### src/hdl/ncsc_pkg.sv
`default_nettype none

package ncsc_pkg;

  // Field widths
  localparam int unsigned OP_W   = 2;
  localparam int unsigned CODE_W = 5;
  localparam int unsigned ERR_W  = 2;
  localparam int unsigned LVL_W  = 5;
  localparam int unsigned NUM_CODES = 1 << CODE_W;

  // Default stack depth, global entry included
  localparam int unsigned STACK_DEPTH_DEF = 16;

  typedef enum logic [OP_W-1:0] {
    OP_ENTER = 2'd0,
    OP_EXIT  = 2'd1,
    OP_QUERY = 2'd2,
    OP_CLEAR = 2'd3
  } op_e;

  typedef enum logic [ERR_W-1:0] {
    ERR_NONE  = 2'd0,
    ERR_TRANS = 2'd1,
    ERR_EXIT  = 2'd2,
    ERR_FULL  = 2'd3
  } err_e;

  localparam logic [CODE_W-1:0] CTX_GLOBAL     = 5'd0;
  localparam logic [CODE_W-1:0] CTX_ORIGIN_HTM = 5'd7;
  localparam logic [CODE_W-1:0] CTX_ORIGIN_STY = 5'd8;
  localparam logic [CODE_W-1:0] CTX_ORIGIN_JS  = 5'd9;

  // Bit t of row f set: code t may be entered from code f
  localparam logic [NUM_CODES-1:0] ALLOW_ROWS [NUM_CODES] = '{
    32'h0000_03FE,  // global -> element .. origin kinds
    32'h0080_1C02,  // element -> element, style, text, attribute, except
    32'h0001_C000,  // template definition -> template style/element/var
    32'h000E_0000,  // custom definition -> custom style/element/var
    32'h0000_0000,
    32'h0080_0000,  // namespace -> except
    32'h0000_0000, 32'h0000_0000, 32'h0000_0000, 32'h0000_0000,
    32'h0000_2000,  // style block -> selector style
    32'h0000_0000, 32'h0000_0000, 32'h0000_0000,
    32'h0010_0000,  // template style -> inherit
    32'h0000_0000, 32'h0000_0000,
    32'h0030_0000,  // custom style -> inherit, delete
    32'h0040_0000,  // custom element -> insert
    32'h0000_0000, 32'h0000_0000, 32'h0000_0000, 32'h0000_0000,
    32'h0000_0000, 32'h0000_0000, 32'h0000_0000, 32'h0000_0000,
    32'h0000_0000, 32'h0000_0000, 32'h0000_0000, 32'h0000_0000,
    32'h0000_0000
  };

  function automatic logic is_raw_origin(input logic [CODE_W-1:0] code);
    return (code == CTX_ORIGIN_HTM) || (code == CTX_ORIGIN_STY) ||
           (code == CTX_ORIGIN_JS);
  endfunction

  // Rule table hit, or self-nesting of a non-raw kind
  function automatic logic enter_ok(input logic [CODE_W-1:0] top,
                                    input logic [CODE_W-1:0] code);
    return ALLOW_ROWS[top][code] | ((code == top) & ~is_raw_origin(top));
  endfunction

  // Controller to datapath commands
  typedef struct packed {
    logic capture;   // register the input beat
    logic exec;      // apply the operation to the stack
    logic load;      // settle the top after a pop
    logic publish;   // load the result register
  } cmd_t;

endpackage

`default_nettype wire

### src/hdl/ncsc_in_if.sv
`default_nettype none

interface ncsc_in_if;
  logic                        valid;
  logic                        ready;
  logic [ncsc_pkg::OP_W-1:0]   opcode;
  logic [ncsc_pkg::CODE_W-1:0] context_code;

  modport source (output valid, output opcode, output context_code, input ready);
  modport sink   (input valid, input opcode, input context_code, output ready);
endinterface

`default_nettype wire

### src/hdl/ncsc_out_if.sv
`default_nettype none

interface ncsc_out_if;
  logic                        valid;
  logic                        ready;
  logic                        accepted;
  logic [ncsc_pkg::ERR_W-1:0]  error_kind;
  logic [ncsc_pkg::CODE_W-1:0] top_context;
  logic [ncsc_pkg::LVL_W-1:0]  stack_level;
  logic                        may_enter;
  logic                        found_in_stack;

  modport source (output valid, output accepted, output error_kind, output top_context,
                  output stack_level, output may_enter, output found_in_stack,
                  input ready);
  modport sink   (input valid, input accepted, input error_kind, input top_context,
                  input stack_level, input may_enter, input found_in_stack,
                  output ready);
endinterface

`default_nettype wire

### src/hdl/nesting_context_stack_checker_core.sv
`default_nettype none

// Nesting context stack checker. Each input beat carries an opcode (enter, exit,
// query, clear) and a context code; each one yields exactly one result beat with
// the outcome, the error kind, the top code and level after the operation, and
// whether the code may be entered from the new top and is present in the stack.
// An item passes through the accepting cycle, which captures it, stack update,
// top settle (a pop waits on the registered stack memory read), and result load.
// The next item is taken as soon as the result register holds the previous one,
// so a waiting result stalls input only if it is still unread when the following
// result is due; no new item is accepted before then. Presence is tracked by one
// occurrence counter per code, so there is no clearing pass; the stack memory is
// never read at an entry that was not written.
module nesting_context_stack_checker_core #(
  parameter int unsigned STACK_DEPTH = ncsc_pkg::STACK_DEPTH_DEF
) (
  input  wire logic clk_i,
  input  wire logic rst_ni,
  ncsc_in_if.sink   in_i,
  ncsc_out_if.source out_o
);
  import ncsc_pkg::*;

  cmd_t cmd;

  ncsc_ctrl u_ctrl (
    .clk_i       (clk_i),
    .rst_ni      (rst_ni),
    .in_valid_i  (in_i.valid),
    .in_ready_o  (in_i.ready),
    .out_valid_o (out_o.valid),
    .out_ready_i (out_o.ready),
    .cmd_o       (cmd)
  );

  ncsc_dp #(
    .STACK_DEPTH (STACK_DEPTH)
  ) u_dp (
    .clk_i            (clk_i),
    .rst_ni           (rst_ni),
    .cmd_i            (cmd),
    .opcode_i         (in_i.opcode),
    .context_code_i   (in_i.context_code),
    .accepted_o       (out_o.accepted),
    .error_kind_o     (out_o.error_kind),
    .top_context_o    (out_o.top_context),
    .stack_level_o    (out_o.stack_level),
    .may_enter_o      (out_o.may_enter),
    .found_in_stack_o (out_o.found_in_stack)
  );

endmodule

`default_nettype wire

### src/hdl/ncsc_ctrl.sv
`default_nettype none

module ncsc_ctrl (
  input  wire logic          clk_i,
  input  wire logic          rst_ni,
  input  wire logic          in_valid_i,
  output logic               in_ready_o,
  output logic               out_valid_o,
  input  wire logic          out_ready_i,
  output ncsc_pkg::cmd_t     cmd_o
);
  import ncsc_pkg::*;

  typedef enum logic [3:0] {
    ST_IDLE = 4'b0001,
    ST_EXEC = 4'b0010,
    ST_LOAD = 4'b0100,
    ST_RESP = 4'b1000
  } state_e;

  state_e state_q, state_d;
  logic   out_valid_q, out_valid_d;
  logic   publish;

  assign in_ready_o  = (state_q == ST_IDLE);
  assign out_valid_o = out_valid_q;

  // Result register may be refilled once empty or drained this cycle
  assign publish = (state_q == ST_RESP) && (!out_valid_q || out_ready_i);

  always_comb begin
    cmd_o         = '0;
    cmd_o.capture = (state_q == ST_IDLE) && in_valid_i;
    cmd_o.exec    = (state_q == ST_EXEC);
    cmd_o.load    = (state_q == ST_LOAD);
    cmd_o.publish = publish;
  end

  // Sequencer
  always_comb begin
    state_d = state_q;
    unique case (state_q)
      ST_IDLE: if (in_valid_i) state_d = ST_EXEC;
      ST_EXEC: state_d = ST_LOAD;
      ST_LOAD: state_d = ST_RESP;
      ST_RESP: if (publish) state_d = ST_IDLE;
      default: state_d = ST_IDLE;
    endcase
  end

  always_comb begin
    out_valid_d = out_valid_q;
    if (publish) begin
      out_valid_d = 1'b1;
    end else if (out_ready_i) begin
      out_valid_d = 1'b0;
    end
  end

  always_ff @(posedge clk_i or negedge rst_ni) begin
    if (!rst_ni) begin
      state_q     <= ST_IDLE;
      out_valid_q <= 1'b0;
    end else begin
      state_q     <= state_d;
      out_valid_q <= out_valid_d;
    end
  end

endmodule

`default_nettype wire

### src/hdl/ncsc_dp.sv
`default_nettype none

module ncsc_dp #(
  parameter int unsigned STACK_DEPTH = ncsc_pkg::STACK_DEPTH_DEF
) (
  input  wire logic                        clk_i,
  input  wire logic                        rst_ni,
  input  wire ncsc_pkg::cmd_t              cmd_i,
  input  wire logic [ncsc_pkg::OP_W-1:0]   opcode_i,
  input  wire logic [ncsc_pkg::CODE_W-1:0] context_code_i,
  output logic                             accepted_o,
  output logic [ncsc_pkg::ERR_W-1:0]       error_kind_o,
  output logic [ncsc_pkg::CODE_W-1:0]      top_context_o,
  output logic [ncsc_pkg::LVL_W-1:0]       stack_level_o,
  output logic                             may_enter_o,
  output logic                             found_in_stack_o
);
  import ncsc_pkg::*;

  localparam int unsigned AW = (STACK_DEPTH > 1) ? $clog2(STACK_DEPTH) : 1;
  localparam int unsigned CW = $clog2(STACK_DEPTH + 1);

  // Captured operation
  op_e                 op_q;
  logic [CODE_W-1:0]   code_q;

  // Stack state
  logic [CW-1:0]       count_q, count_d;
  logic [CODE_W-1:0]   top_q, top_d;
  logic [CODE_W-1:0]   stack_mem [STACK_DEPTH];
  logic [CODE_W-1:0]   rd_q;
  logic                mem_we, mem_re;
  logic [AW-1:0]       wr_idx, rd_idx;
  logic [CW-1:0]       below_top;

  // Occurrences of each code in the stack
  logic [CW-1:0]       occ_q [NUM_CODES];
  logic [CODE_W-1:0]   occ_addr;
  logic [CW-1:0]       occ_rd;
  logic                occ_we, occ_clr;
  logic [CW-1:0]       occ_wdata;

  logic                ok_q, ok_d;
  err_e                err_q, err_d;
  logic                allowed, full;
  logic [CW+LVL_W-1:0] level_ext;

  // Capture the input beat
  always_ff @(posedge clk_i) begin
    if (cmd_i.capture) begin
      op_q   <= op_e'(opcode_i);
      code_q <= context_code_i;
    end
  end

  // One occurrence counter read per cycle: the old top on a pop, else the code
  assign occ_addr = (cmd_i.exec && op_q == OP_EXIT) ? top_q : code_q;
  assign occ_rd   = occ_q[occ_addr];

  assign allowed   = enter_ok(top_q, code_q);
  assign full      = (count_q >= CW'(STACK_DEPTH));
  assign below_top = count_q - CW'(2);
  assign wr_idx    = count_q[AW-1:0];
  assign rd_idx    = below_top[AW-1:0];

  // Operation decode
  always_comb begin
    ok_d      = ok_q;
    err_d     = err_q;
    count_d   = count_q;
    top_d     = top_q;
    mem_we    = 1'b0;
    mem_re    = 1'b0;
    occ_we    = 1'b0;
    occ_clr   = 1'b0;
    occ_wdata = occ_rd;
    if (cmd_i.exec) begin
      ok_d  = 1'b1;
      err_d = ERR_NONE;
      unique case (op_q)
        OP_ENTER: begin
          if (!allowed) begin
            ok_d  = 1'b0;
            err_d = ERR_TRANS;
          end else if (full) begin
            ok_d  = 1'b0;
            err_d = ERR_FULL;
          end else begin
            mem_we    = 1'b1;
            count_d   = count_q + CW'(1);
            top_d     = code_q;
            occ_we    = 1'b1;
            occ_wdata = occ_rd + CW'(1);
          end
        end
        OP_EXIT: begin
          if (count_q <= CW'(1)) begin
            ok_d  = 1'b0;
            err_d = ERR_EXIT;
          end else begin
            // Popping down to global alone needs no memory read
            mem_re    = (count_q > CW'(2));
            count_d   = count_q - CW'(1);
            occ_we    = 1'b1;
            occ_wdata = occ_rd - CW'(1);
          end
        end
        OP_CLEAR: begin
          count_d = CW'(1);
          top_d   = CTX_GLOBAL;
          occ_clr = 1'b1;
        end
        OP_QUERY: begin
        end
        default: begin
        end
      endcase
    end else if (cmd_i.load && op_q == OP_EXIT && ok_q) begin
      // The global entry sits at the bottom and is never read from memory
      top_d = (count_q == CW'(1)) ? CTX_GLOBAL : rd_q;
    end
  end

  // Stack memory, entries above the bottom only
  always_ff @(posedge clk_i) begin
    if (mem_we) begin
      stack_mem[wr_idx] <= code_q;
    end
    if (mem_re) begin
      rd_q <= stack_mem[rd_idx];
    end
  end

  // Control state
  always_ff @(posedge clk_i or negedge rst_ni) begin
    if (!rst_ni) begin
      count_q <= CW'(1);
      top_q   <= CTX_GLOBAL;
      ok_q    <= 1'b0;
      err_q   <= ERR_NONE;
    end else begin
      count_q <= count_d;
      top_q   <= top_d;
      ok_q    <= ok_d;
      err_q   <= err_d;
    end
  end

  // Occurrence counters; global counts once after reset and clear
  always_ff @(posedge clk_i or negedge rst_ni) begin
    if (!rst_ni) begin
      for (int i = 0; i < NUM_CODES; i++) begin
        occ_q[i] <= (i == 0) ? CW'(1) : '0;
      end
    end else if (occ_clr) begin
      for (int i = 0; i < NUM_CODES; i++) begin
        occ_q[i] <= (i == 0) ? CW'(1) : '0;
      end
    end else if (occ_we) begin
      occ_q[occ_addr] <= occ_wdata;
    end
  end

  assign level_ext = {{LVL_W{1'b0}}, count_q};

  // Result register
  always_ff @(posedge clk_i) begin
    if (cmd_i.publish) begin
      accepted_o       <= ok_q;
      error_kind_o     <= err_q;
      top_context_o    <= top_q;
      stack_level_o    <= level_ext[LVL_W-1:0];
      may_enter_o      <= allowed;
      found_in_stack_o <= (occ_rd != '0);
    end
  end

endmodule

`default_nettype wire
### src/flat_wrapper.sv
// flat-port wrapper written by rule: the top's interface ports become plain ports
module nesting_context_stack_checker_core_flat import ncsc_pkg::*;
#(
  parameter int unsigned STACK_DEPTH = ncsc_pkg::STACK_DEPTH_DEF
)
  (clk_i, rst_ni, in_i_valid, in_i_opcode, in_i_context_code, in_i_ready, out_o_valid, out_o_accepted, out_o_error_kind, out_o_top_context, out_o_stack_level, out_o_may_enter, out_o_found_in_stack, out_o_ready);
  ncsc_in_if in_i_i ();
  ncsc_out_if out_o_i ();
  input  wire logic clk_i;
  input  wire logic rst_ni;
  input wire logic [$bits(in_i_i.valid)-1:0] in_i_valid;
  input wire logic [$bits(in_i_i.opcode)-1:0] in_i_opcode;
  input wire logic [$bits(in_i_i.context_code)-1:0] in_i_context_code;
  output wire logic [$bits(in_i_i.ready)-1:0] in_i_ready;
  output wire logic [$bits(out_o_i.valid)-1:0] out_o_valid;
  output wire logic [$bits(out_o_i.accepted)-1:0] out_o_accepted;
  output wire logic [$bits(out_o_i.error_kind)-1:0] out_o_error_kind;
  output wire logic [$bits(out_o_i.top_context)-1:0] out_o_top_context;
  output wire logic [$bits(out_o_i.stack_level)-1:0] out_o_stack_level;
  output wire logic [$bits(out_o_i.may_enter)-1:0] out_o_may_enter;
  output wire logic [$bits(out_o_i.found_in_stack)-1:0] out_o_found_in_stack;
  input wire logic [$bits(out_o_i.ready)-1:0] out_o_ready;
  assign in_i_i.valid = in_i_valid;
  assign in_i_i.opcode = in_i_opcode;
  assign in_i_i.context_code = in_i_context_code;
  assign in_i_ready = in_i_i.ready;
  assign out_o_valid = out_o_i.valid;
  assign out_o_accepted = out_o_i.accepted;
  assign out_o_error_kind = out_o_i.error_kind;
  assign out_o_top_context = out_o_i.top_context;
  assign out_o_stack_level = out_o_i.stack_level;
  assign out_o_may_enter = out_o_i.may_enter;
  assign out_o_found_in_stack = out_o_i.found_in_stack;
  assign out_o_i.ready = out_o_ready;
  nesting_context_stack_checker_core #(.STACK_DEPTH(STACK_DEPTH)) u_core (.clk_i(clk_i), .rst_ni(rst_ni), .in_i(in_i_i), .out_o(out_o_i));
endmodule
### config.mk
export PLATFORM = sky130hd
export DESIGN_NAME = nesting_context_stack_checker_core_flat
export DESIGN_NICKNAME = d
export VERILOG_FILES = /design/src/hdl/ncsc_pkg.sv /design/src/hdl/ncsc_in_if.sv /design/src/hdl/ncsc_out_if.sv /design/src/hdl/nesting_context_stack_checker_core.sv /design/src/hdl/ncsc_ctrl.sv /design/src/hdl/ncsc_dp.sv /design/src/flat_wrapper.sv
export SDC_FILE = /design/constraint.sdc
export NUM_CORES = 1
export LEC_CHECK = 0
export BUFFER_PORTS_ARGS = -buffer_cell sky130_fd_sc_hd__buf_2
export CAP_MARGIN = 10
export CORE_MARGIN = 3
export CORE_UTILIZATION = 40
export DETAILED_ROUTE_END_ITERATION = 12
export GPL_TIMING_DRIVEN = 0
export PLACE_DENSITY = 0.61
export RECOVER_POWER = 25
export SLEW_MARGIN = 5
export SYNTH_ARGS = -nofsm -noshare
export SYNTH_HDL_FRONTEND = slang
export SYNTH_SLANG_ARGS = --single-unit
### constraint.sdc
create_clock -name clk_i -period 3.8 [get_ports clk_i]
set_clock_uncertainty 0.05 [all_clocks]
set_input_delay 0.38 -clock clk_i [delete_from_list [all_inputs] [get_ports clk_i]]
set_output_delay 0.38 -clock clk_i [all_outputs]
set_load 0.01 [all_outputs]
# --- Word level (Yosys, flattened, before mapping) ---
# Memory sizes are Yosys's and may differ from the RTL's. A register that Yosys moved wholly into a read port is not among the register bits.
# Index checks and enable logic that the tools add are counted.
word_totals:
  ram_bits: 80
  latchBits: 0
  out_inout_bits: 17
  memories: 2
  rom_bits: 1024
  word_cells: 155
  ff_bits: 200
memory_table:
  columns: ["memory", "words", "word_bits", "read_ports", "rd_clocked_by_memory_dff", "write_ports", "line", "rtl"]
  rows:
  - ["(no name shown)", 32, 32, 1, 0, 0, "ncsc_pkg.sv:63", "return ALLOW_ROWS[top][code] | ((code == top) & ~is_raw_origin(top));"]
  - ["u_core.u_dp.stack_mem", 16, 5, 1, 1, 1, "ncsc_dp.sv:30", "logic [CODE_W-1:0] stack_mem [STACK_DEPTH];"]
classes:
  addsub: 5
  eq_ne: 19
  bitwise: 5
  n_mux: 52
  n_lt_le_gt_ge: 7
  shifts: 0
  n_div: 0
  reduce_logical: 19
  n_mul: 0
op_table:
  columns: ["operator", "count"]
  rows:
  - ["160-bit two-way mux", 2]
  - ["160-bit bitwise mux", 1]
  - ["5-bit two-way mux", 16]
  - ["32-bit two-way mux", 2]
  - ["5-bit binary-select mux with 5-bit select", 1]
  - ["5-bit demux with 5-bit select", 1]
  - ["5-bit case mux with 2 select lines", 2]
  - ["1-bit two-way mux", 16]
  - ["4-bit case mux with 4 select lines", 1]
  - ["5-bit case mux with 3 select lines", 1]
  - ["6-bit >= comparator (second input constant)", 2]
  - ["5-bit inverter with 6-bit output", 2]
  - ["5-bit by 1-bit adder with 5-bit output (second input constant)", 2]
  - ["5-bit by 4-bit == test with 1-bit output (second input constant)", 2]
  - ["2-bit inequality test (second input constant)", 5]
  - ["5-bit by 1-bit subtractor with 5-bit output (second input constant)", 2]
  - ["4-bit two-way mux", 2]
  - ["1-bit logical AND", 6]
  - ["5-bit by 6-bit < comparator with 1-bit output (second input constant)", 1]
  - ["6-bit by 1-bit < comparator with 1-bit output (second input constant)", 1]
  - ["2-bit two-way mux", 3]
  - ["3-bit inequality test (second input constant)", 2]
  - ["2-bit nonzero test", 3]
  - ["1-bit binary-select mux with 5-bit select", 1]
  - ["27 further kinds", 30]

# --- Depth between registers and ports, before layout ---
# Gate-level depths: netlist of the first run.
logic_depth:
  depth_word: 15
  mapped_depth: 22
  ltp_nobuf: 16

# --- Cells and area by module ---
# Synthesis of the first run repeated with hierarchy kept, for this count alone.
unflattened:
  cells_unflattened: 1287
  area_unflattened_um2: 13983.4
modules_own_cells:
  columns: ["mod", "instances", "area_per_inst_um2", "cells_per_inst"]
  rows:
  - ["ncsc_dp", 1, 13708.1, 1261]
  - ["ncsc_ctrl", 1, 275.3, 26]

# --- Worst setup path before layout of the first run ---
# No wires, ideal clock.
synth_path:
  path_type: "register to register"
  startpoint: "register u_core.u_ctrl.state_q[3]"
  endpoint: "register u_core.u_dp.occ_q[74] (netlist bit)"
  arrival_time_ns: 3.992
  stages_incl_launch_ff: 20
  path_buffers: 4
  setup_ns: 0.146
  setup_slack_ns: -0.388
  period_less_slack_ns: 4.188
  required_ns: 3.604
  path_cell_list: "dfrtp_1 -> or4b_1 -> buf_4 -> clkinv_2 -> buf_6 -> a21oi_2 -> nor2_1 -> o221a_2 -> o32ai_1 -> or4_4 -> nor2_4 -> ha_1 -> nand2_1 -> nor4bb_1 -> mux2i_1 -> o21ai_0 -> o21ba_2 -> buf_6 -> buf_6 -> a21oi_1"
synth_via:
  elab_chain_len: 15
  elab_cells_between_ends: 25
synth_rtl:
  columns: ["item", "line", "rtl"]
  rows:
  - ["start: declaration", "ncsc_ctrl.sv:21", "state_e state_q, state_d;"]
  - ["start signal: assignment", "ncsc_ctrl.sv:65", "state_q <= state_d;"]
  - ["4-bit by 2-bit == test with 1-bit output *", "ncsc_ctrl.sv:34", "cmd_o.exec = (state_q == ST_EXEC);"]
  - ["1-bit logical AND", "ncsc_dp.sv:57", "assign occ_addr = (cmd_i.exec && op_q == OP_EXIT) ? top_q : code_q;"]
  - ["5-bit two-way mux", "ncsc_dp.sv:57", null]
  - ["5-bit inverter with 6-bit output (implied by the code)", "ncsc_dp.sv:58, ncsc_dp.sv:160", null]
  - ["5-bit binary-select mux with 5-bit select", "ncsc_dp.sv:58", "assign occ_rd = occ_q[occ_addr];"]
  - ["5-bit two-way mux (implied by the code) (2 in series)", "ncsc_dp.sv:58", null]
  - ["5-bit by 1-bit adder with 5-bit output", "ncsc_dp.sv:93", "occ_wdata = occ_rd + CW'(1);"]
  - ["5-bit two-way mux", "ncsc_dp.sv:85", "end else if (full) begin"]
  - ["5-bit two-way mux", "ncsc_dp.sv:82", "if (!allowed) begin"]
  - ["5-bit case mux with 2 select lines", "ncsc_dp.sv:80", "unique case (op_q)"]
  - ["5-bit two-way mux", "ncsc_dp.sv:77", "if (cmd_i.exec) begin"]
  - ["160-bit bitwise mux", "ncsc_dp.sv:160", "occ_q[occ_addr] <= occ_wdata;"]
  - ["160-bit two-way mux", "ncsc_dp.sv:159", "end else if (occ_we) begin"]
  - ["160-bit two-way mux", "ncsc_dp.sv:155", "end else if (occ_clr) begin"]
  - ["end signal: indexed assignment", "ncsc_dp.sv:153", "occ_q[i] <= (i == 0) ? CW'(1) : '0;"]
  - ["end signal: indexed assignment", "ncsc_dp.sv:157", "occ_q[i] <= (i == 0) ? CW'(1) : '0;"]
  - ["end signal: indexed assignment", "ncsc_dp.sv:160", null]
  - ["end: declaration", "ncsc_dp.sv:37", "logic [CW-1:0] occ_q [NUM_CODES];"]
# Every way passes the cells marked *; elsewhere a longest branch is shown, timed or not. The select of a mux whose other input is x is not followed.
# A chain may end at the register's enable or synchronous reset.

# --- Worst setup path after layout of the first run ---
layout_path:
  startpoint: "register u_core.u_ctrl.state_q[3]"
  endpoint: "register u_core.u_dp.occ_q[53] (netlist bit)"
# Same word-level chain as after synthesis.

==> results of run 1 <==
[cell type report]
type / instances / area [um2]
Clock buffer: 46 / 978.4
Timing Repair Buffer: 170 / 1608
Fill cell: 3014 / 16050
Inverter: 23 / 105.1
Tap cell: 461 / 576.8
Clock inverter: 14 / 81.33
Buffer: 98 / 858.3
Sequential cell: 285 / 7671
Multi-Input combinational cell: 976 / 7901
[cell usage after synthesis (9+ instances only)]
library cell,count,area share
nor2_1,155,0.040
o21ai_0,115,0.039
a21oi_2,22,0.013
mux4_2,25,0.038
nand2_1,97,0.025
a21oi_1,73,0.025
inv_1,21,0.0054
a211oi_1,69,0.035
ha_1,14,0.012
and2_1,12,0.0051
a2111oi_0,9,0.0054
o31ai_1,14,0.0072
or3_1,10,0.0043
buf_1,13,0.0033
o22ai_1,17,0.0073
mux2i_1,25,0.017
edfxtp_1,107,0.22
nand4_1,13,0.0056
o21ai_1,10,0.0034
mux2_2,9,0.0069
dfrtp_1,175,0.30
a31oi_1,12,0.0051
nor3_1,29,0.0099
buf_2,20,0.0068
and3_1,18,0.0077
a21boi_0,10,0.0051
clkbuf_1,55,0.014
nand3_1,38,0.013
a22oi_1,18,0.0092
o211ai_1,9,0.0046
buf_6,9,0.0069
[power by group through the flow]
| stage | Combinational (mW) | Sequential (mW) | Clock, mW |
|---|---|---|---|
| 2_1_floorplan | 2.66 | 3.85 | 0 |
| 3_3_place_gp | 3.94 | 3.99 | 0 |
| 3_5_place_dp | 3.96 | 4.01 | 0 |
| 4_1_cts | 5.74 | 3.92 | 3.17 |
| 5_1_grt | 6.84 | 3.98 | 3.29 |
| 6_report | 6.61 | 3.95 | 3.12 |
[routing by layer]
metal	part of all wire	wire length, um
met1	0.41	23200
met2	0.43	24340
met3	0.10	5769
met4	0.050	2777
met5	0	0
[sequential cells by signal (all words and copies together) (netlist names)]
name and cells:
u_core.u_ctrl.out_valid_o 1, u_core.u_ctrl.state_q 4, u_core.u_dp.accepted_o 1, u_core.u_dp.code_q 5, u_core.u_dp.count_q 5, u_core.u_dp.err_q 2
u_core.u_dp.error_kind_o 2, u_core.u_dp.found_in_stack_o 1, u_core.u_dp.may_enter_o 1, u_core.u_dp.occ_q 160, u_core.u_dp.ok_q 1, u_core.u_dp.op_q 2
u_core.u_dp.rd_q 5, u_core.u_dp.stack_level_o 5, u_core.u_dp.stack_mem 80, u_core.u_dp.top_context_o 5, u_core.u_dp.top_q 5
[timing repair]
| item | CTS | global route |
|---|---|---|
| hold endpoints to repair | 74 | 0 |
| gates resized for setup | 334 | 135 |
| cloned | 9 | 5 |
| hold buffers | 8 | 0 |
| setup buffers | 87 | 34 |
| setup endpoints to repair | 253 | 242 |
| pin swaps | 45 | 48 |
[worst reg2reg max path, stage by stage, from the launching register on]
cell       delay, ns
dfrtp_1         0.39
or4b_4          0.54
buf_12          0.17
buf_6           0.14
o211ai_1        0.25
a21oi_1         0.13
nor4_2          0.34
o32ai_2         0.16
or4_4           0.54
nor2_4          0.14
buf_4           0.13
buf_4           0.10
buf_6           0.11
a21oi_1         0.07
a31o_1          0.23
a2111oi_4       0.33
buf_6           0.28
clkbuf_16       0.22
a21oi_2         0.06
[path summary, 6_finish.rpt]
path,depth (start not counted),to,slack [ns],from
min in group asynchronous,2,u_core.u_dp.occ_q[4],0.88,rst_ni
worst max-delay path,18,u_core.u_dp.occ_q[53],-0.68,u_core.u_ctrl.state_q[3]
worst min register to register,0,u_core.u_dp.error_kind_o[1],0.40,u_core.u_dp.err_q[1]
worst min-delay path,2,u_core.u_ctrl.state_q[1],0.05,in_i_valid
max in group asynchronous,3,u_core.u_dp.occ_q[23],1.51,rst_ni
worst max register to register,18,u_core.u_dp.occ_q[53],-0.68,u_core.u_ctrl.state_q[3]
[metrics by stage]
step | instance area (um2) | std cells
after floorplan | 14720 | 1386
after global placement | 15430 | 1874
after detailed placement | 15480 | 1877
after CTS | 18870 | 2038
after global routing | 19780 | 2073
final | 19780 | 2073
[cell families (layout without fill, tap and decap cells)]
| family | count (synthesis) | after routing | share of synthesized area |
|---|---|---|---|
| AO/OA/AOI/OAI | 463 | 463 | 0.2145 |
| XOR/XNOR | 8 | 8 | 0.004786 |
| AND/OR/NAND/NOR | 431 | 431 | 0.1411 |
| buffers and inverters | 125 | 351 | 0.03974 |
| flip-flops | 285 | 285 | 0.5239 |
| multiplexers | 60 | 60 | 0.06401 |
| adder cells (fa/ha/maj) | 14 | 14 | 0.01196 |
==> results_dict.tcl, run 1 <==
set metrics [dict create \
    syn_avg_cell_area_um2 10.56 \
    clk_path_buf_depth 3 \
    cts_buffers 34 \
    synthArstFlopShare 0.6246 \
    worst-endpoint-required_ns 4.15 \
    area_delta_synth_final_pct 35.10 \
    p_sw_frac 0.3926 \
    slew_violations 70 \
    avgRoutedWirePerCell_um 27.06 \
    cts_root_buf "clkbuf_16" \
    grt_overflow 0 \
    finalSetupViolCount 181 \
    rows 69 \
    endpoint_kind "flip-flop" \
    final_common_cell "dfrtp_1" \
    via_per_inst 6.390 \
    grt_antenna_before_repair 0 \
    port_buffers 27 \
    mostFrequentLayoutCells "dfrtp_1 (175), nor2_1 (126), edfxtp_1 (107)" \
    critPathSlowestCell "or4b_4" \
    timing.setup.tns_ns -78.86 \
    outcome "finished, violations left" \
    failed_checks "max-capacitance violations, max-slew violations, negative setup slack" \
    clk_pin_slew_ns 0.06 \
    coreArea_um2 35830 \
    path_max_fanout 8 \
    fin_crit_ns 4.479 \
    die-area_um2 38940 \
    grt_pass1_vias 12550 \
    setup_slack_ns -0.6786 \
    worst_pin_slew_ns 1.900 \
    worst_path_most_repeated_cell "buf_6" \
    hold_ws_ns 0.04576 \
    arrival_ns 4.83 \
    top_usage_layer "met2" \
    dr.pass1.iters 6 \
    via_count 13250 \
    synthFlopType "dfrtp_1" \
    cap_violations 1 \
    grt_usage 0.2805 \
    netlist_area_um2 14640 \
    synth-seq-cells 285 \
    met1_usage 0.3996 \
    yosysSeqAreaShare 0.5239 \
    rsz0062_at_grt "true" \
    power_mw 13.68 \
    synth_edf_count 107 \
    use_met3 0.06345 \
    combPwrFrac 0.483 \
    diodes 0 \
    p_per_area_nw_per_um2 691.6 \
    clk_latency_ns 0.53 \
    yosys_warnings 0 \
    pwr-share-clk 0.228 \
    pre_cts_ws_ns -2.083 \
    hold_class "primary input to flip-flop" \
    drt-initial-drc-count 1656 \
    cts_tree "yes" \
    synth_nets 1411 \
    die_y_um 197.3 \
    cp_cell_sequence "or4b_4, buf_12, buf_6, o211ai_1, a21oi_1, nor4_2, o32ai_2, or4_4, nor2_4, buf_4, buf_4, buf_6, a21oi_1, a31o_1, a2111oi_4, buf_6, clkbuf_16, a21oi_2" \
    max_clock_freq_ghz 0.2233 \
    drc 0 \
    path_delay_family "simple AND/OR/NAND/NOR gates" \
    grt_use_met2 0.4145 \
    grt_pass1_wl_mm 81.65 \
    max-vdd-ir-drop_uv 306.3 \
    nets 1613 \
    hpwl_mm 36.95 \
    initial_utilization 0.4087 \
    htreeDepth 2 \
    routed_wl_mm 56.09 \
    ioPinCount 28 \
    slew_headroom -0.2667 \
    die_x_um 197.3 \
    post-route-util 0.5521 \
    place_congestion 1.017 \
    min_period_over_period 1.179 \
    netlist-cell-type-count 93 \
    switching_power_mw 5.371 \
    power_frac_seq 0.289 \
    crit_buf_inv 7 \
    hold_violations 0 \
    critPathLaunchType "flip-flop" \
    drive_above_1_share 0.3555 \
    grt_max_degree 110 \
    synth_cells 1386 \
    critical_path_class "flip-flop to flip-flop" \
    p_int_mw 8.308 \
    cts_sinks 285 \
    leakage_nw 7.544 \
    ant_nets 0 \
    cpPeakStageDelay_ns 0.54 \
]
No activity file was read; power rests on OpenSTA's default activity.
==> run 2: changes to the inputs <==
--- a/config.mk
+++ b/config.mk
@@ -11,8 +11,9 @@
 export CORE_UTILIZATION = 40
 export DETAILED_ROUTE_END_ITERATION = 12
 export GPL_TIMING_DRIVEN = 0
-export PLACE_DENSITY = 0.61
+export PLACE_DENSITY = 0.65
 export RECOVER_POWER = 25
+export SETUP_SLACK_MARGIN = 0.2
 export SLEW_MARGIN = 5
 export SYNTH_ARGS = -nofsm -noshare
 export SYNTH_HDL_FRONTEND = slang
==> results_dict.tcl, run 2 (synthesized netlist as in run 1, its figures left out) <==
set metrics [dict create \
    initial_utilization 0.4087 \
    rows 69 \
    worst-endpoint-required_ns 4.20 \
    combPwrFrac 0.501 \
    max-vdd-ir-drop_uv 407.5 \
    top_layer_used "met4" \
    startpoint "u_core.u_ctrl.state_q[2]" \
    p_sw_frac 0.3907 \
    power_mw 13.91 \
    cts_buffers 31 \
    switching_power_mw 5.435 \
    hpwl_mm 36.21 \
    port_buffers 27 \
    p_int_mw 8.477 \
    met1Wirelength_mm 21.96 \
    failed_checks "max-capacitance violations, max-slew violations, negative setup slack" \
    fin_area_um2 19960 \
    grt_antenna_before_repair 2 \
    cap_violations 1 \
    routed_wl_mm 56.05 \
    regMostFlops "u_core.u_dp.occ_q" \
    pwr-share-clk 0.218 \
    slew_headroom -0.4037 \
    die_x_um 197.3 \
    htreeDepth 1 \
    wl_met2_mm 24.44 \
    coreArea_um2 35830 \
    pre_cts_ws_ns -2.210 \
    place_area_um2 15650 \
    place_congestion 0.9793 \
    multiInputGateArea_um2 7939 \
    avgRoutedWirePerCell_um 27.00 \
    r2r-start "u_core.u_ctrl.state_q[2]" \
    setup_slack_ns -0.6325 \
    placedCellCount 1875 \
    finalSetupViolCount 231 \
    rsz0062_at_grt "true" \
    slew_violations 81 \
    clk_path_buf_depth 3 \
    final_common_cell "dfrtp_1" \
    clk_pin_slew_ns 0.06 \
    grt_max_degree 99 \
    critical_path_class "flip-flop to flip-flop" \
    nets 1615 \
    largest_reg_flops 160 \
    via_count 13380 \
    cts_root_buf "clkbuf_16" \
    drive_above_1_share 0.3662 \
    worst_pin_slew_ns 2.106 \
    outcome "finished, violations left" \
    max_clock_freq_ghz 0.2256 \
    fillers 2917 \
    cts_sinks 285 \
    p_per_area_nw_per_um2 697.1 \
    arrival_ns 4.83 \
    fin_crit_ns 4.432 \
    grt_pass1_wl_mm 81.88 \
    drt-initial-drc-count 1609 \
    grt_usage 0.2794 \
    timing.setup.tns_ns -79.89 \
    die_y_um 197.3 \
    dr.pass1.iters 6 \
    clk_latency_ns 0.58 \
    grt_overflow 0 \
    power_frac_seq 0.282 \
    drc 0 \
    regArea_um2 7671 \
    ioPinCount 28 \
    path_max_fanout 7 \
    hold_class "primary input to flip-flop" \
    endpoint_kind "flip-flop" \
    leakage_nw 7.651 \
    min_period_over_period 1.166 \
    largest_registers "u_core.u_dp.occ_q x160, u_core.u_dp.stack_mem x80" \
    ant_nets 0 \
    via_per_inst 6.444 \
    area_delta_synth_final_pct 36.32 \
    grt_pass1_vias 13030 \
    hold_violations 0 \
    hold_start "out_o_ready" \
    cts_tree "yes" \
    die-area_um2 38940 \
    wl_met3_mm 6.809 \
    final_cells 2076 \
    critPathLaunchType "flip-flop" \
    mostFrequentLayoutCells "dfrtp_1 (175), nor2_1 (123), edfxtp_1 (107)" \
]
## run 2: area by class of cell
class	instances	area share
buffer	102	0.04651
clock buffer	42	0.04394
tap	461	0.02890
multi-input combinational	976	0.3978
antenna	1	0.0001254
sequential	285	0.3843
timing repair buffer	171	0.08632
inverter	23	0.005078
clock inverter	15	0.007021
## run 2: final timing paths
path | depth (start not counted) | end | slack (ns)
max | 19 | u_core.u_dp.occ_q[44] | -0.63
min | 3 | u_core.u_ctrl.out_valid_o | 0.07
max reg2reg | 19 | u_core.u_dp.occ_q[44] | -0.63
min reg2reg | 0 | u_core.u_dp.error_kind_o[1] | 0.40
max in group asynchronous | 3 | u_core.u_dp.occ_q[120] | 1.47
min in group asynchronous | 2 | u_core.u_dp.occ_q[2] | 0.86
## run 2: metrics by stage
| step | hold WS (ns) | util |
|---|---|---|
| 5_1_grt | 0.08764 | 0.5571 |
| 2_1_floorplan | 0.03441 | - |
| 4_1_cts | 0.05260 | 0.5318 |
| 3_5_place_dp | 0.3549 | 0.4369 |
| 3_3_place_gp | 0.3809 | 0.4358 |
| 6_report | 0.06986 | 0.5571 |
## run 2: power by group through the flow
stage / logic, mW / clock network [mW] / registers (mW)
final: 6.97 / 3.03 / 3.92
after global routing: 7.21 / 3.17 / 3.95
after CTS: 5.99 / 3.05 / 3.91
after detailed placement: 4.02 / 0 / 4.00
after global placement: 3.98 / 0 / 3.99
after floorplan: 2.75 / 0 / 3.85
## run 2: timing repair
item                       in CTS  in global routing
gates resized for setup       333                128
hold buffers                    9                  0
hold endpoints to repair       88                  0
pin swaps                      44                 74
setup endpoints to repair     252                245
gates cloned                    9                  4
setup buffers                  87                 34
## run 2: layer usage
| layer | vias up | track usage |
|---|---|---|
| met3 | 206 | 0.08869 |
| li1 | 5683 | - |
| met5 | - | 0 |
| met2 | 845 | 0.4188 |
| met4 | 0 | 0.1296 |
| met1 | 6644 | 0.3714 |
## run 2: critical path, stage by stage (launching register included)
cell and delay, ns:
dfrtp_1 0.41, or4b_4 0.53, buf_12 0.17, buf_12 0.13, buf_12 0.12, o21ai_1 0.11, o31ai_1 0.09, nor4_2 0.39
o32ai_2 0.16, or4_4 0.55, nor2_4 0.15, ha_4 0.16, nand2_4 0.06, nor4bb_4 0.28, mux2i_1 0.21, o21ai_1 0.08
o21ba_4 0.28, buf_12 0.16, clkbuf_16 0.17, a21oi_2 0.05
